==> config.mk <==
export PLATFORM = sky130hd
export DESIGN_NAME = sm3_hash_core
export DESIGN_NICKNAME = d
export VERILOG_FILES = /design/src/rtl/core/sm3_pkg.sv /design/src/rtl/core/sm3_ctrl.sv /design/src/rtl/core/sm3_datapath.sv /design/src/rtl/core/sm3_hash_core.sv
export SDC_FILE = /design/constraint.sdc
export NUM_CORES = 2
export LEC_CHECK = 0
export BUFFER_PORTS_ARGS = -buffer_cell sky130_fd_sc_hd__buf_2
export CELL_PAD_IN_SITES_DETAIL_PLACEMENT = 0
export CELL_PAD_IN_SITES_GLOBAL_PLACEMENT = 1
export CORE_MARGIN = 5
export CORE_UTILIZATION = 50
export CTS_CLUSTER_DIAMETER = 150
export DETAILED_ROUTE_END_ITERATION = 12
export PLACE_DENSITY_LB_ADDON = 0.25
export RECOVER_POWER = 100
export SYNTH_ARGS = -nofsm -noshare
export SYNTH_HDL_FRONTEND = slang
export SYNTH_HIERARCHICAL = 1
export SYNTH_SLANG_ARGS = --single-unit
==> constraint.sdc <==
create_clock -name clk_i -period 13.85 [get_ports clk_i]
set_input_delay 0.6925 -clock clk_i [delete_from_list [all_inputs] [get_ports clk_i]]
set_output_delay 0.6925 -clock clk_i [all_outputs]
set_load 0.005 [all_outputs]
==> src/rtl/core/sm3_pkg.sv <==
// SM3 hash core package: initial value, round constants, command struct
// and the bit-level helper functions. Used by the controller, datapath and top.
// No dependencies.
package sm3_pkg;

  localparam int unsigned WordW   = 32;
  localparam int unsigned NumChain = 8;
  localparam int unsigned NumWin   = 16;
  localparam int unsigned NumRound = 64;

  localparam logic [WordW-1:0] SM3_IV [NumChain] = '{
    32'h7380166F, 32'h4914B2B9, 32'h172442D7, 32'hDA8A0600,
    32'hA96F30BC, 32'h163138AA, 32'hE38DEE4D, 32'hB0FB0E4E
  };

  localparam logic [WordW-1:0] T_LOW  = 32'h79CC4519;
  localparam logic [WordW-1:0] T_HIGH = 32'h7A879D8A;

  // tuser bit positions on the slave side
  localparam int unsigned UserStartBit = 0;
  localparam int unsigned UserFinalBit = 1;
  localparam int unsigned UserW        = 2;

  typedef struct packed {
    logic       load_iv;
    logic       shift_in;
    logic       init_work;
    logic       round_en;
    logic [5:0] round_idx;
    logic       update_chain;
    logic [2:0] out_idx;
  } sm3_cmd_t;

  function automatic logic [WordW-1:0] rotl32(input logic [WordW-1:0] x,
                                              input logic [4:0] n);
    return (x << n) | (x >> (6'd32 - {1'b0, n}));
  endfunction

  function automatic logic [WordW-1:0] perm0(input logic [WordW-1:0] x);
    return x ^ rotl32(x, 5'd9) ^ rotl32(x, 5'd17);
  endfunction

  function automatic logic [WordW-1:0] perm1(input logic [WordW-1:0] x);
    return x ^ rotl32(x, 5'd15) ^ rotl32(x, 5'd23);
  endfunction

  // constant for round j, already rotated by j mod 32
  function automatic logic [WordW-1:0] round_const(input logic [5:0] j);
    logic [WordW-1:0] t;
    t = (j < 6'd16) ? T_LOW : T_HIGH;
    return rotl32(t, j[4:0]);
  endfunction

endpackage

==> src/rtl/core/sm3_ctrl.sv <==
// SM3 controller: word collection count, final flag, round sequencing
// and digest emission. Drives the datapath through sm3_pkg::sm3_cmd_t.
module sm3_ctrl (
  input  logic              clk_i,
  input  logic              rst_ni,
  input  logic              in_valid_i,
  input  logic              start_i,
  input  logic              final_i,
  output logic              in_ready_o,
  output logic              out_valid_o,
  output logic              out_last_o,
  input  logic              out_ready_i,
  output sm3_pkg::sm3_cmd_t cmd_o
);
  import sm3_pkg::*;

  typedef enum logic [1:0] {
    ST_COLLECT,
    ST_ROUND,
    ST_UPDATE,
    ST_EMIT
  } state_e;

  state_e     state_q;
  logic [3:0] count_q;
  logic       pend_q;
  logic       emit_fin_q;
  logic [5:0] round_q;
  logic [2:0] emit_q;

  logic in_acc;
  logic out_acc;
  logic complete;

  assign in_ready_o  = (state_q == ST_COLLECT);
  assign out_valid_o = (state_q == ST_EMIT);
  assign out_last_o  = (emit_q == 3'd7);
  assign in_acc      = in_valid_i & in_ready_o;
  assign out_acc     = out_valid_o & out_ready_i;
  assign complete    = in_acc & ~start_i & (count_q == 4'd15);

  always_comb begin
    cmd_o              = '0;
    cmd_o.load_iv      = in_acc & start_i;
    cmd_o.shift_in     = in_acc;
    cmd_o.init_work    = complete;
    cmd_o.round_en     = (state_q == ST_ROUND);
    cmd_o.round_idx    = round_q;
    cmd_o.update_chain = (state_q == ST_UPDATE);
    cmd_o.out_idx      = emit_q;
  end

  always_ff @(posedge clk_i or negedge rst_ni) begin
    if (!rst_ni) begin
      state_q    <= ST_COLLECT;
      count_q    <= '0;
      pend_q     <= 1'b0;
      emit_fin_q <= 1'b0;
      round_q    <= '0;
      emit_q     <= '0;
    end else begin
      unique case (state_q)
        ST_COLLECT: begin
          if (in_acc) begin
            if (complete) begin
              count_q    <= '0;
              pend_q     <= 1'b0;
              emit_fin_q <= pend_q | final_i;
              round_q    <= '0;
              state_q    <= ST_ROUND;
            end else if (start_i) begin
              count_q <= 4'd1;
              pend_q  <= final_i;
            end else begin
              count_q <= count_q + 4'd1;
              pend_q  <= pend_q | final_i;
            end
          end
        end
        ST_ROUND: begin
          round_q <= round_q + 6'd1;
          if (round_q == 6'(NumRound - 1)) begin
            state_q <= ST_UPDATE;
          end
        end
        ST_UPDATE: begin
          emit_q  <= '0;
          state_q <= emit_fin_q ? ST_EMIT : ST_COLLECT;
        end
        ST_EMIT: begin
          if (out_acc) begin
            emit_q <= emit_q + 3'd1;
            if (emit_q == 3'd7) begin
              state_q <= ST_COLLECT;
            end
          end
        end
        default: state_q <= ST_COLLECT;
      endcase
    end
  end

endmodule

==> src/rtl/core/sm3_datapath.sv <==
// SM3 datapath: chaining value, 16-word message window with on-the-fly
// expansion, eight working registers and the round function. Uses sm3_pkg.
module sm3_datapath (
  input  logic              clk_i,
  input  logic              rst_ni,
  input  sm3_pkg::sm3_cmd_t cmd_i,
  input  logic [31:0]       msg_word_i,
  output logic [31:0]       digest_word_o
);
  import sm3_pkg::*;

  logic [WordW-1:0] chain_q [NumChain];
  logic [WordW-1:0] win_q [NumWin];
  logic [WordW-1:0] a_q, b_q, c_q, d_q, e_q, f_q, g_q, h_q;

  logic [WordW-1:0] w_new, win_in;
  logic [WordW-1:0] a12, ss1, ss2, ff, gg, tt1, tt2;

  always_comb begin
    w_new  = perm1(win_q[0] ^ win_q[7] ^ rotl32(win_q[13], 5'd15))
             ^ rotl32(win_q[3], 5'd7) ^ win_q[10];
    win_in = cmd_i.round_en ? w_new : msg_word_i;

    a12 = rotl32(a_q, 5'd12);
    ss1 = rotl32(a12 + e_q + round_const(cmd_i.round_idx), 5'd7);
    ss2 = ss1 ^ a12;
    if (cmd_i.round_idx < 6'd16) begin
      ff = a_q ^ b_q ^ c_q;
      gg = e_q ^ f_q ^ g_q;
    end else begin
      ff = (a_q & b_q) | (a_q & c_q) | (b_q & c_q);
      gg = (e_q & f_q) | (~e_q & g_q);
    end
    tt1 = ff + d_q + ss2 + (win_q[0] ^ win_q[4]);
    tt2 = gg + h_q + ss1 + win_q[0];
  end

  assign digest_word_o = chain_q[cmd_i.out_idx];

  always_ff @(posedge clk_i or negedge rst_ni) begin
    if (!rst_ni) begin
      chain_q <= SM3_IV;
    end else if (cmd_i.load_iv) begin
      chain_q <= SM3_IV;
    end else if (cmd_i.update_chain) begin
      chain_q[0] <= chain_q[0] ^ a_q;
      chain_q[1] <= chain_q[1] ^ b_q;
      chain_q[2] <= chain_q[2] ^ c_q;
      chain_q[3] <= chain_q[3] ^ d_q;
      chain_q[4] <= chain_q[4] ^ e_q;
      chain_q[5] <= chain_q[5] ^ f_q;
      chain_q[6] <= chain_q[6] ^ g_q;
      chain_q[7] <= chain_q[7] ^ h_q;
    end
  end

  // window: entry 0 holds W[j]
  always_ff @(posedge clk_i) begin
    if (cmd_i.shift_in || cmd_i.round_en) begin
      for (int i = 0; i < NumWin - 1; i++) begin
        win_q[i] <= win_q[i+1];
      end
      win_q[NumWin-1] <= win_in;
    end
  end

  always_ff @(posedge clk_i) begin
    if (cmd_i.init_work) begin
      a_q <= chain_q[0];
      b_q <= chain_q[1];
      c_q <= chain_q[2];
      d_q <= chain_q[3];
      e_q <= chain_q[4];
      f_q <= chain_q[5];
      g_q <= chain_q[6];
      h_q <= chain_q[7];
    end else if (cmd_i.round_en) begin
      d_q <= c_q;
      c_q <= rotl32(b_q, 5'd9);
      b_q <= a_q;
      a_q <= tt1;
      h_q <= g_q;
      g_q <= rotl32(f_q, 5'd19);
      f_q <= e_q;
      e_q <= perm0(tt2);
    end
  end

endmodule

==> src/rtl/core/sm3_hash_core.sv <==
// SM3 hash core top: one 32-bit message word per request, 32-bit digest words out.
// Message words are taken while collecting; a full block then runs the 64 rounds (one round per
// cycle in the datapath) and one chaining update, and no new word is taken until they are done.
// A final block adds 8 digest words, emitted after its chaining update.
// Reset (async, active low) loads the SM3 initial value and clears the counts.
// Depends on sm3_pkg, sm3_ctrl and sm3_datapath.
module sm3_hash_core (
  input  logic        clk_i,
  input  logic        rst_ni,
  input  logic        s_axis_tvalid_i,
  output logic        s_axis_tready_o,
  input  logic [31:0] s_axis_tdata_i,   // [31:0] msg_word
  input  logic [1:0]  s_axis_tuser_i,   // [0] start_msg, [1] final_block
  output logic        m_axis_tvalid_o,
  input  logic        m_axis_tready_i,
  output logic [31:0] m_axis_tdata_o,   // [31:0] digest_word
  output logic        m_axis_tlast_o    // last_word
);
  import sm3_pkg::*;

  sm3_cmd_t cmd;

  sm3_ctrl u_ctrl (
    .clk_i       (clk_i),
    .rst_ni      (rst_ni),
    .in_valid_i  (s_axis_tvalid_i),
    .start_i     (s_axis_tuser_i[UserStartBit]),
    .final_i     (s_axis_tuser_i[UserFinalBit]),
    .in_ready_o  (s_axis_tready_o),
    .out_valid_o (m_axis_tvalid_o),
    .out_last_o  (m_axis_tlast_o),
    .out_ready_i (m_axis_tready_i),
    .cmd_o       (cmd)
  );

  sm3_datapath u_datapath (
    .clk_i         (clk_i),
    .rst_ni        (rst_ni),
    .cmd_i         (cmd),
    .msg_word_i    (s_axis_tdata_i),
    .digest_word_o (m_axis_tdata_o)
  );

endmodule

==> metrics.log <==
[metrics] leading cell types in the layout, fill and taps excluded: sky130_fd_sc_hd__edfxtp_1 (768), sky130_fd_sc_hd__nand2_1 (371), sky130_fd_sc_hd__a21oi_1 (287), sky130_fd_sc_hd__xnor2_1 (286), sky130_fd_sc_hd__nor2_1 (281)
[metrics] total DRC errors in the routed layout: 0
[metrics] nets: 4926
[metrics] Setup Crit Path Kind: reg -> reg
[metrics] Detail Placement HPWL: 134000 um
[metrics] routed wire length on met3: 12300 um
[metrics] number of register bits inferred by synthesis: 1041
[metrics] critical path endpoint category: register
[metrics] maximum number of pins on one net before global-route repair: 146
[metrics] count of synthesis-stage warnings from yosys: 6
[metrics] post-detailed-route count of antenna-violating nets: 0
[metrics] final core area utilization: 0.550
[metrics] average size of a mapped cell: 12.4 um2
[metrics] post-synthesis compound-gate area fraction: 0.0974
[metrics] sequential-to-total area share from yosys stat: 0.531
[metrics] Synth Net Count: 4898
[metrics] number of port buffers: 72
[metrics] most common cell after layout, fill and taps aside: sky130_fd_sc_hd__edfxtp_1
[metrics] CTS tree: built
[metrics] initial antenna violation count: 10
[metrics] post-route cell area: 61900 um2
[metrics] highest attainable clock frequency: 82.4 MHz
[metrics] clock transition at the register clock pins on the worst setup and hold paths after CTS: 0.06 ns
[metrics] Crit Path Max Fanout: 145
[metrics] area share of the leading cell type in the synthesized netlist: 0.408
[metrics] share of synthesized cell area in and, or, nand and nor gates: 0.0764
[metrics] critical path startpoint category: register
[metrics] clock insertion delay at the later pin of the skew report: 0.71 ns
[metrics] share of synthesized cell area in full adder, half adder and majority cells: 0.0899
[metrics] Die Span X: 346 um
[metrics] Final setup violation count: 0
[metrics] main combinational cell family by area after synthesis: compound AO/OA/AOI/OAI gates
[metrics] level count of the clock H-tree: 3
[metrics] count of TritonRoute iterations in the first routing pass: 6
[metrics] biggest area consumer among synthesized cells: sky130_fd_sc_hd__edfxtp_1
[metrics] worst clock skew on the final layout: 0.0465 ns
[metrics] cell types occupying the most area after synthesis: sky130_fd_sc_hd__edfxtp_1 (41%), sky130_fd_sc_hd__dfrtp_1 (6.8%), sky130_fd_sc_hd__fa_1 (6.7%)
[metrics] global-route wire length before repair: 256000 um
[metrics] overall routing resource usage: 0.293
[metrics] via count: 36.9k
[metrics] Cell Rows: 123
[metrics] Clock Tree Buf Depth: 3
[metrics] xor/xnor cell area share of the yosys netlist: 0.0881
[metrics] area added between synthesis and finish: 9.43%
[metrics] mean routed wirelength per cell: 29.0 um
[metrics] setup repair after global routing missed its margin: no
[metrics] share of final-layout standard cells stronger than drive strength 1: 0.158
[metrics] clock sinks: 1041
[metrics] type of the most critical hold path: in -> reg
[metrics] Die Outline Area: 120000 um2
[metrics] count of flip-flops with a built-in enable after synthesis: 768
[metrics] pin slew with the least headroom to its limit: 6.09 ns
[metrics] Total Neg Setup Slack: 0 ns
[metrics] via count of the first global-routing pass: 35.2k
[metrics] netlist area before placement: 56600 um2
[metrics] sum of met2 wire segment lengths after detailed routing: 82500 um
[metrics] count of cells resized by post-cts repair: 0
[metrics] Top Layer Used: met5
[metrics] I/O Pins: 73
[metrics] height of the die: 346 um
[metrics] Slew HR: -3.06
[metrics] status: finished, violations left
[metrics] most common flop cell mapped by yosys: sky130_fd_sc_hd__edfxtp_1
[metrics] number of buffers inserted by post-CTS setup repair: 0
[metrics] post-synthesis cell count: 4568
[metrics] area inside the core boundary: 112000 um2
[metrics] crit path time final: 12.14 ns
[metrics] cell at the root of the clock tree: sky130_fd_sc_hd__clkbuf_16
[metrics] number of buffers inserted for hold repair after clock tree synthesis: 0
[metrics] CP Data Required Time: 14.17 ns
[metrics] detailed-route wire length on metal 1: 75600 um
[metrics] Iter 0 DRT Violations: 4096
[metrics] Tcrit/Tclk final: 0.876
[metrics] Synth cell types: 94
[metrics] failing checks: capacitance limit, slew limit
[metrics] CP arrival: 12.46 ns
[metrics] mux cell area share after synthesis: 0.0863
[metrics] number of buffers added by the clock tree synthesis step: 109
[metrics] Max-cap violations: 22
[metrics] WL final: 179000 um
[metrics] gr ovfl total: 0
[metrics] RePlAce Congestion: 1.01
[metrics] dpl cell area: 58500 um2
[metrics] detail-routed via count per cell: 5.96
[metrics] final hold violations: 0
[metrics] async set or reset register ratio after synthesis: 0.262
[metrics] Slew Viols, Final: 1546
[metrics] Initial Util: 0.503
## worst paths after layout
| path | slack [ns] | cells past startpoint | startpoint | endpoint |
|---|---|---|---|---|
| min in group asynchronous | 2.20 | 1 | rst_ni | u_ctrl/count_q[1]$_DFFE_PN0P_ |
| worst max-delay path | 1.71 | 6 | u_ctrl/state_q[1]$_DFFE_PN0P_ | u_datapath/c_q[27]$_DFFE_PP_ |
| worst max register to register | 1.71 | 6 | u_ctrl/state_q[1]$_DFFE_PN0P_ | u_datapath/c_q[27]$_DFFE_PP_ |
| worst min-delay path | 0.27 | 3 | s_axis_tuser_i[1] | u_ctrl/pend_q$_DFFE_PN0P_ |
| worst min register to register | 0.41 | 0 | u_datapath/win_q[0][162]$_DFFE_PP_ | u_datapath/win_q[0][130]$_DFFE_PP_ |
| max in group asynchronous | 6.42 | 2 | rst_ni | u_datapath/chain_q[187]$_DFFE_PN0P_ |
## state kept, by name, indices dropped and copies added (netlist names)
| name | cells |
|---|---|
| u_datapath/b_q | 32 |
| u_datapath/g_q | 32 |
| u_datapath/d_q | 32 |
| u_datapath/e_q | 32 |
| u_ctrl/count_q | 4 |
| u_datapath/c_q | 32 |
| u_ctrl/state_q | 2 |
| u_ctrl/pend_q | 1 |
| u_ctrl/emit_fin_q | 1 |
| u_datapath/f_q | 32 |
| u_ctrl/emit_q | 3 |
| u_datapath/win_q | 512 |
| u_datapath/chain_q | 256 |
| u_ctrl/round_q | 6 |
| u_datapath/h_q | 32 |
| u_datapath/a_q | 32 |
## synthesized netlist by cell type, types with 28 or more instances
cell type,number
sky130_fd_sc_hd__ha_1,104
sky130_fd_sc_hd__inv_1,247
sky130_fd_sc_hd__a31oi_1,29
sky130_fd_sc_hd__fa_1,188
sky130_fd_sc_hd__xnor2_1,283
sky130_fd_sc_hd__o21ai_0,207
sky130_fd_sc_hd__dfrtp_1,154
sky130_fd_sc_hd__mux4_2,65
sky130_fd_sc_hd__o21bai_1,128
sky130_fd_sc_hd__buf_1,30
sky130_fd_sc_hd__xor2_1,256
sky130_fd_sc_hd__nor2b_1,28
sky130_fd_sc_hd__a21o_1,32
sky130_fd_sc_hd__dfstp_2,119
sky130_fd_sc_hd__a21oi_1,286
sky130_fd_sc_hd__nor2_1,281
sky130_fd_sc_hd__and3_1,125
sky130_fd_sc_hd__mux2_2,284
sky130_fd_sc_hd__edfxtp_1,768
sky130_fd_sc_hd__nor3_1,53
sky130_fd_sc_hd__nand2_1,371
sky130_fd_sc_hd__clkbuf_1,172
sky130_fd_sc_hd__nand3_1,45
## worst max-delay path, stage by stage (launching register included)
cell and delay (ns):
sky130_fd_sc_hd__dfrtp_1 0.57, sky130_fd_sc_hd__or3b_1 0.55, sky130_fd_sc_hd__or3_1 0.44, sky130_fd_sc_hd__clkinvlp_2 1.88
sky130_fd_sc_hd__or2_0 3.65, sky130_fd_sc_hd__clkbuf_2 3.35, sky130_fd_sc_hd__buf_4 1.02
## metal layers
| layer | GRT usage | vias to the layer above |
|---|---|---|
| li1 | - | 16322 |
| met1 | 0.414 | 18964 |
| met2 | 0.460 | 1391 |
| met3 | 0.0432 | 265 |
| met4 | 0.120 | 4 |
| met5 | 0 | - |
## through the flow
stage | worst slack [ns] | instances | hold slack [ns]
floorplan | 4.92 | 4568 | 0.397
global placement | 3.16 | 5985 | 0.400
detailed placement | 2.96 | 5985 | 0.405
CTS | 2.98 | 6189 | 0.0541
global route | 1.08 | 6191 | 0.254
finish | 1.71 | 6194 | 0.265
## cell type report
class | count | area (um2)
antenna | 5 | 12.5
clock buffer | 154 | 3030
clock inverter | 50 | 573
fill | 9439 | 50600
inverter | 251 | 950
multi-input combinational | 3065 | 24700
sequential | 1041 | 30000
tap | 1500 | 1880
timing repair buffer | 128 | 722
## logic make-up after synthesis
group | Yosys count
AO/OA/AOI/OAI | 884
XOR/XNOR | 553
adder cells (fa/ha/maj) | 294
buffers and inverters | 462
flip-flops | 1041
multiplexers | 371
AND/OR/NAND/NOR | 963
Power is left out: the tool's default activity adds up to more than one toggle a clock period on the data nets, which glitch-free logic cannot reach.
